$ cat src/design/wsu_pkg.sv
// Shared types and constants for the wave stencil update block.
// No dependencies; imported by every module of the block but wsu_ram.
`default_nettype none
package wsu_pkg;

	localparam int WIN_DEPTH  = 4097;
	localparam int WIN_AW     = 13;
	localparam int DLY_DEPTH  = 2048;
	localparam int DLY_AW     = 11;
	localparam int MAX_HEIGHT = 1024;
	localparam int MIN_HEIGHT = 5;

	// configuration register indexes
	localparam logic [2:0] REG_GRID_HEIGHT   = 3'd0;
	localparam logic [2:0] REG_FIRST_COL     = 3'd1;
	localparam logic [2:0] REG_END_COL       = 3'd2;
	localparam logic [2:0] REG_FIRST_ROW     = 3'd3;
	localparam logic [2:0] REG_END_ROW       = 3'd4;
	localparam logic [2:0] REG_NEAR_WEIGHT   = 3'd5;
	localparam logic [2:0] REG_CENTRE_WEIGHT = 3'd6;
	localparam logic [2:0] REG_SELF_WEIGHT   = 3'd7;

	// window tap select: centre, four near, three far (leading sample is added up front)
	localparam logic [2:0] TAP_CENTRE     = 3'd0;
	localparam logic [2:0] TAP_NEAR_UP    = 3'd1;
	localparam logic [2:0] TAP_NEAR_DOWN  = 3'd2;
	localparam logic [2:0] TAP_NEAR_LEFT  = 3'd3;
	localparam logic [2:0] TAP_NEAR_RIGHT = 3'd4;
	localparam logic [2:0] TAP_FAR_UP     = 3'd5;
	localparam logic [2:0] TAP_FAR_DOWN   = 3'd6;
	localparam logic [2:0] TAP_FAR_LEFT   = 3'd7;

	typedef struct packed {
		logic              clr;       // clearing pass write
		logic [WIN_AW-1:0] clr_addr;
		logic              accept;    // item taken this cycle
		logic [2:0]        rd_sel;    // window tap being addressed
		logic              acc_en;    // tap data arrives
		logic [2:0]        acc_sel;
		logic              dly_upd;   // capture delayed sample, write new one
		logic              adv;       // advance line heads
		logic              mul_lo;
		logic              mul_hi;
		logic              emit;      // load output register
	} cmd_t;

	typedef struct packed {
		logic item_ok;   // centre inside the update window
		logic out_free;  // output register can take a result
	} status_t;

endpackage
`default_nettype wire

$ cat src/design/wsu_ctrl.sv
// Sequencer for the wave stencil update: clearing pass, tap reads, multiply, emit.
// Depends on wsu_pkg.
`default_nettype none
module wsu_ctrl import wsu_pkg::*; (
	input  wire logic    clk,
	input  wire logic    arst_n,
	input  wire logic    in_valid,
	output logic         in_ready,
	input  wire status_t status,
	output cmd_t         cmd
);

	localparam logic [2:0] ST_CLEAR  = 3'd0;
	localparam logic [2:0] ST_IDLE   = 3'd1;
	localparam logic [2:0] ST_TAPS   = 3'd2;
	localparam logic [2:0] ST_MUL_LO = 3'd3;
	localparam logic [2:0] ST_MUL_HI = 3'd4;
	localparam logic [2:0] ST_EMIT   = 3'd5;

	logic [2:0]        state_q;
	logic [WIN_AW-1:0] cnt_q;

	always_comb begin
		cmd      = '0;
		in_ready = 1'b0;
		case (state_q)
			ST_CLEAR: begin
				cmd.clr      = 1'b1;
				cmd.clr_addr = cnt_q;
			end
			ST_IDLE: begin
				in_ready   = 1'b1;
				cmd.accept = in_valid;
			end
			ST_TAPS: begin
				cmd.rd_sel  = cnt_q[2:0];
				cmd.acc_en  = cnt_q != '0;
				cmd.acc_sel = cnt_q[2:0] - 3'd1;
				cmd.dly_upd = cnt_q == WIN_AW'(1);
				cmd.adv     = cnt_q == WIN_AW'(8);
			end
			ST_MUL_LO: cmd.mul_lo = 1'b1;
			ST_MUL_HI: cmd.mul_hi = 1'b1;
			ST_EMIT:   cmd.emit   = status.item_ok & status.out_free;
			default: ;
		endcase
	end

	always_ff @(posedge clk or negedge arst_n) begin
		if (!arst_n) begin
			state_q <= ST_CLEAR;
			cnt_q   <= '0;
		end else begin
			case (state_q)
				ST_CLEAR: begin
					if (cnt_q == WIN_AW'(WIN_DEPTH - 1)) begin
						cnt_q   <= '0;
						state_q <= ST_IDLE;
					end else begin
						cnt_q <= cnt_q + WIN_AW'(1);
					end
				end
				ST_IDLE: begin
					if (in_valid) begin
						cnt_q   <= '0;
						state_q <= ST_TAPS;
					end
				end
				ST_TAPS: begin
					if (cnt_q == WIN_AW'(8)) begin
						cnt_q   <= '0;
						state_q <= ST_MUL_LO;
					end else begin
						cnt_q <= cnt_q + WIN_AW'(1);
					end
				end
				ST_MUL_LO: state_q <= ST_MUL_HI;
				ST_MUL_HI: state_q <= ST_EMIT;
				ST_EMIT: begin
					if (!status.item_ok || status.out_free) begin
						state_q <= ST_IDLE;
					end
				end
				default: state_q <= ST_IDLE;
			endcase
		end
	end

endmodule
`default_nettype wire

$ cat config.mk
export PLATFORM = sky130hd
export DESIGN_NAME = wsu_ctrl
export DESIGN_NICKNAME = d
export VERILOG_FILES = /design/src/design/wsu_pkg.sv /design/src/design/wsu_ctrl.sv
export SDC_FILE = /design/constraint.sdc
export NUM_CORES = 1
export LEC_CHECK = 0
export BUFFER_PORTS_ARGS = -buffer_cell sky130_fd_sc_hd__buf_2
export CORE_MARGIN = 2
export CORE_UTILIZATION = 48
export CTS_BUF_LIST = sky130_fd_sc_hd__clkbuf_4
export DETAILED_ROUTE_END_ITERATION = 16
export PLACE_DENSITY = 0.86
export SETUP_SLACK_MARGIN = 0.15
export SYNTH_ARGS = -nofsm -noshare
export SYNTH_HDL_FRONTEND = slang
export SYNTH_SLANG_ARGS = --single-unit
$ cat constraint.sdc
create_clock -name clk -period 2 [get_ports clk]
set_input_delay 0.4 -clock clk [delete_from_list [all_inputs] [get_ports clk]]
set_output_delay 0.4 -clock clk [all_outputs]
set_load 0.03 [all_outputs]
==> results of run 1 <==
power by group through the flow:
stage | clock [mW] | combinational (mW) | sequential, mW
4_1_cts | 0.183 | 1.70 | 0.476
2_1_floorplan | 0 | 0.898 | 0.453
3_3_place_gp | 0 | 1.23 | 0.478
3_5_place_dp | 0 | 1.28 | 0.483
6_report | 0.202 | 2.37 | 0.490
5_1_grt | 0.208 | 2.40 | 0.490
layout by cell type (no fill, tap or decap), types with 3 or more instances in the layout:
cell type / n
buf_6: 37
buf_4: 36
and2_4: 14
dfrtp_1: 13
xnor2_1: 7
a21oi_2: 7
or3_1: 6
nor2_1: 5
nor2_4: 5
a22oi_2: 5
nand2_1: 4
a21oi_1: 4
o21ai_0: 4
buf_2: 4
nor2b_4: 3
nand2b_1: 3
nand3_1: 3
a211oi_1: 3
clkbuf_4: 3
dfrtp_2: 3
stage by stage:
stage / setup slack [ns] / total power [mW] / TNS, ns / hold WS [ns]
final: -0.481 / 3.06 / -6.99 / 0.499
after detailed placement: -0.183 / 1.77 / -1.94 / 0.332
after global routing: -0.524 / 3.10 / -7.59 / 0.468
after CTS: -0.397 / 2.36 / -4.80 / 0.0120
after floorplan: -0.164 / 1.35 / -0.726 / 0.104
after global placement: -0.0961 / 1.71 / -0.917 / 0.330
worst register-to-register path, stage by stage (launching register included):
cell and delay [ns]:
dfrtp_1 0.43, inv_2 0.10, ha_4 0.14, or4bb_1 0.39
or4_4 0.47, buf_6 0.14, buf_6 0.11, a22oi_2 0.28
buf_6 0.18, a22oi_2 0.09
flip-flops by register name, summed over array words and instances, names as in the netlist:
signal / cells
state_q: 3
cnt_q: 13
layer usage:
metal	wire [µm]	vias up	share of wire	track usage
met2	2830	207	0.43	0.640
li1	-	635	-	-
met5	0	-	0	0
met3	925	69	0.14	0.121
met1	2300	759	0.35	0.451
met4	507	0	0.077	0.286
layout make-up:
cell class / count / share of cell area
clock buffer: 3 / 0.0104
clock inverter: 1 / 0.00173
inverter: 4 / 0.00691
multi-input combinational: 107 / 0.449
sequential: 16 / 0.186
tap: 28 / 0.0161
timing repair buffer: 78 / 0.330
repair_timing:
| action | 4_1_cts | 5_1_grt |
|---|---|---|
| buffers inserted | 12 | 10 |
| setup endpoints to repair | 39 | 42 |
| cloned | 1 | 0 |
| pin swaps | 17 | 8 |
| hold endpoints to repair | 0 | 7 |
| hold buffers | 0 | 1 |
| resized for setup | 78 | 47 |
final timing paths:
path                       cells past startpoint  slack [ns]          to       start
max in group asynchronous                      2        1.14  state_q[2]      arst_n
setup reg to reg                               9       -0.46   cnt_q[12]    cnt_q[0]
hold / removal                                 3        0.50  state_q[1]    in_valid
setup / recovery                               6       -0.48      cmd[3]    cnt_q[0]
hold reg to reg                                2        0.72  state_q[1]  state_q[2]
min in group asynchronous                      2        0.57    cnt_q[2]      arst_n
cell families after synthesis:
logic type | after synthesis | synth area share
simple gates | 60 | 0.310
compound gates | 33 | 0.185
flops | 16 | 0.340
buf+inv | 13 | 0.0447
xor+xnor | 8 | 0.0596
fa+ha+maj | 4 | 0.0426
mux | 2 | 0.0181
==> reports/qor.yml, run 1 <==
path_class: "flop to output pin"
max_stage_delay_ns: 0.47
die_y_um: 53.5
ys.flop_type: "dfrtp_1"
hp-class: "primary input to flop"
die_area_um2: 2860
antenna_found_initial: 0
drtAntennaViolNets: 0
finalWorstSetupSlack_ns: -0.481
arrival_ns: 2.08
endpoint_kind: "output pin"
dpl.cell_count: 209
synth_area_um2: 1180
first_pass_iters: 4
grt_pass1_vias: 1472
crit_family: "simple AND/OR/NAND/NOR gates"
dr.first_iter.drc_count: 166
synth_area_per_cell_um2: 8.65
status: "finished with violations"
via_count: 1670
switching_share: 0.493
cts_root_buf: "clkbuf_4"
max_freq_ghz: 0.403
finalSetupViolations: 18
area.growth.synth_to_final_pct: 84.7
yosysTopAreaCellShare: 0.340
yosysTopAreaCell: "dfrtp_1"
overflow: 0
ys_async_sr_fraction: 1.00
final-max-slew-violation-count: 0
synth_edf_count: 0
worst_pin_slew_ns: 0.563
slew_headroom: 0.615
maxCapViolations: 0
core_um2: 2250
path_clk_slew_ns: 0.11
synth_cells: 136
cts_sinks: 16
cp.required_ns: 1.60
synth_fp_nets: 145
synthTopCellsByCount: "dfrtp_1 (16), and2_1 (14), a21oi_1 (11), nor2_1 (11)"
rsz0062_at_grt: "true"
path_cells: "inv_2 -> ha_4 -> or4bb_1 -> or4_4 -> nor2_4 -> buf_6"
cp_slowest_cell: "or4_4"
die_width_um: 53.5
cts.htree.levels: 1
switchingPower_mw: 1.51
rows: 17
cts_buffers: 3
yosysUniqueCellTypes: 35
fin_crit_ns: 2.48
critPathMaxFanout: 2
internal_power_mw: 1.55
p_clk_frac: 0.066
gp_congestion: 0.889
wirelength_mm: 6.56
io_pins: 33
crit_buf_inv: 2
yosys_warnings: 0
grt_usage: 0.400
num-nets-final: 219
seqPwrFrac: 0.160
multiInputGateArea_um2: 975
fin_area_um2: 2170
fillCellCount: 42
start_util: 0.522
drive_gt1_frac: 0.646
drc: 0
layout_worst_path_cycle_share: 1.24
finalNonFillerCells: 237
cts_tree: "done"
grt_pass1_wl_mm: 7.72
ys_seq_elements: 16
hpwl_mm: 2.52
leakage_nw: 0.976
avgViaCountPerCell: 7.05
num_antenna_cells: 0
hold_viol: 0
peakVddDrop_v: 0.00139
yosysMostFrequentCell: "dfrtp_1"
wl_per_cell_um: 27.7
power_frac_comb: 0.774
violations: "negative setup slack"
fin_worst_skew_ns: 0.00119
dpl_cell_area_um2: 1570
final_util: 0.963
synth_area_leaders: "dfrtp_1 (34%), and2_1 (7.4%), xnor2_1 (6.0%), a21oi_1 (4.7%), ha_1 (4.3%)"
cts_buffer_depth: 2
grt_max_degree: 17
seqCellArea_um2: 404
port_buffers: 32
ys_seq_area_frac: 0.340
clk_latency_ns: 0.31
cp-start-kind: "flop"
power_density_nw_per_um2: 1410
No activity file was read; power rests on OpenSTA's default activity.
==> run 2: changes to the inputs <==
Settings changed: CORE_UTILIZATION 48 to 53, CTS_CLUSTER_DIAMETER set to 60, PLACE_DENSITY 0.86 to 0.9.
Clock period 2 ns to 2.85 ns, I/O delays scaled along.
==> reports/qor.yml, run 2 (synthesis gave the netlist of run 1 again) <==
wl_per_cell_um: 14.6
fin_crit_ns: 2.65
cts_root_buf: "clkbuf_4"
endpoint_kind: "output pin"
grt_pass1_vias: 1096
avgViaCountPerCell: 6.06
switchingPower_mw: 0.630
worst_pin_slew_ns: 0.518
final-max-slew-violation-count: 0
fin_worst_skew_ns: 0.0106
hold_viol: 0
top_register: "cnt_q"
slew_headroom: 0.646
final_util: 0.659
clk_latency_ns: 0.29
die_area_um2: 2610
num_antenna_cells: 0
finalWorstSetupSlack_ns: 0.199
seqPwrFrac: 0.297
largest_register_ffs: 13
max_freq_ghz: 0.377
port_buffers: 32
dr.first_iter.drc_count: 32
layout_commonest_cell: "buf_2"
fillCellCount: 179
cp-start-kind: "flop"
rows: 17
num-nets-final: 178
cts_tree: "done"
power_frac_comb: 0.600
hp-class: "primary input to async pin"
via_count: 1187
internal_power_mw: 0.590
hpwl_mm: 2.10
cp.required_ns: 2.28
maxCapViolations: 0
setup_tns_ns: 0
die_width_um: 51.1
antenna_found_initial: 0
io_pins: 33
drtAntennaViolNets: 0
die_y_um: 51.1
arrival_ns: 2.08
core_um2: 2150
dpl_cell_area_um2: 1360
seqCellArea_um2: 402
power_density_nw_per_um2: 862
cts_sinks: 16
drc: 0
path_class: "flop to output pin"
wirelength_mm: 2.86
finalSetupViolations: 0
switching_share: 0.517
first_pass_iters: 4
cts_buffers: 3
multiInputGateArea_um2: 733
p_clk_frac: 0.103
fin_area_um2: 1420
grt_usage: 0.244
rsz0062_at_grt: "true"
grt_pass1_wl_mm: 4.84
path_clk_slew_ns: 0.10
peakVddDrop_v: 0.000564
final_cell_mix: "buf_2 (31), dfrtp_1 (15), and2_1 (14)"
leakage_nw: 0.682
cts_buffer_depth: 2
grt_max_degree: 19
gp_congestion: 0.860
holdWs_ns: 0.181
area.growth.synth_to_final_pct: 20.3
reg_top3: "cnt_q x13, state_q x3"
cts.htree.levels: 1
overflow: 0
layout_worst_path_cycle_share: 0.930
status: "completed"
drive_gt1_frac: 0.298
start_util: 0.547
dp_slack_ns: 0.366
critPathMaxFanout: 3
run 2: cell count changes in the layout (fill, tap and decap cells not counted), sizes merged:
cell,previous run,this run
dlygate4sd3,1,0
buf,77,37
run 2: worst paths after layout:
check	slack (ns)	from	end	cells after the start
hold / removal	0.18	arst_n	cnt_q[4]	1
setup / recovery	0.20	cnt_q[0]	cmd[3]	6
hold reg to reg	0.62	cnt_q[11]	cnt_q[11]	2
setup reg to reg	0.62	cnt_q[0]	cnt_q[0]	6
max in group asynchronous	2.37	arst_n	cnt_q[0]	1
min in group clk	0.58	in_valid	state_q[1]	3
run 2: through the flow:
step	cells	total power [mW]
after floorplan	136	0.862
after global placement	190	1.02
after detailed placement	190	1.05
after CTS	196	1.20
after global routing	196	1.30
final	196	1.22
run 2: per-layer routing:
metal,vias to the layer above,track usage,wire length [µm]
met3,6,0.0234,157
met2,50,0.418,1460
met5,-,0,0
met4,0,0.126,42
met1,579,0.304,1210
li1,552,-,-
run 2: cell type report:
class	count	area share
well taps	28	0.0248
clock inverters	1	0.00265
multi-input cells	107	0.518
inverters	4	0.0106
repair buffers	37	0.144
flip-flops and latches	16	0.284
clock buffers	3	0.0159
run 2: critical path, cell delays in order (launching register included):
cell and delay, ns:
dfrtp_2 0.43, inv_2 0.07, ha_2 0.20, or4bb_1 0.39
or4_4 0.46, nor2_4 0.11, buf_6 0.14
run 2: power by group through the flow:
stage               clock network (mW)  registers [mW]  logic [mW]
global route                     0.135           0.374       0.790
floorplan                            0           0.312       0.550
detailed placement                   0           0.376       0.676
finish                           0.126           0.363       0.732
CTS                              0.125           0.356       0.719
global placement                     0           0.368       0.652
run 2: repair_timing:
item | CTS | global route
endpoints found under the setup margin | 1 | 1
gates resized for setup | 3 | 5
setup buffers | 2 | 0
hold buffers | 0 | 0
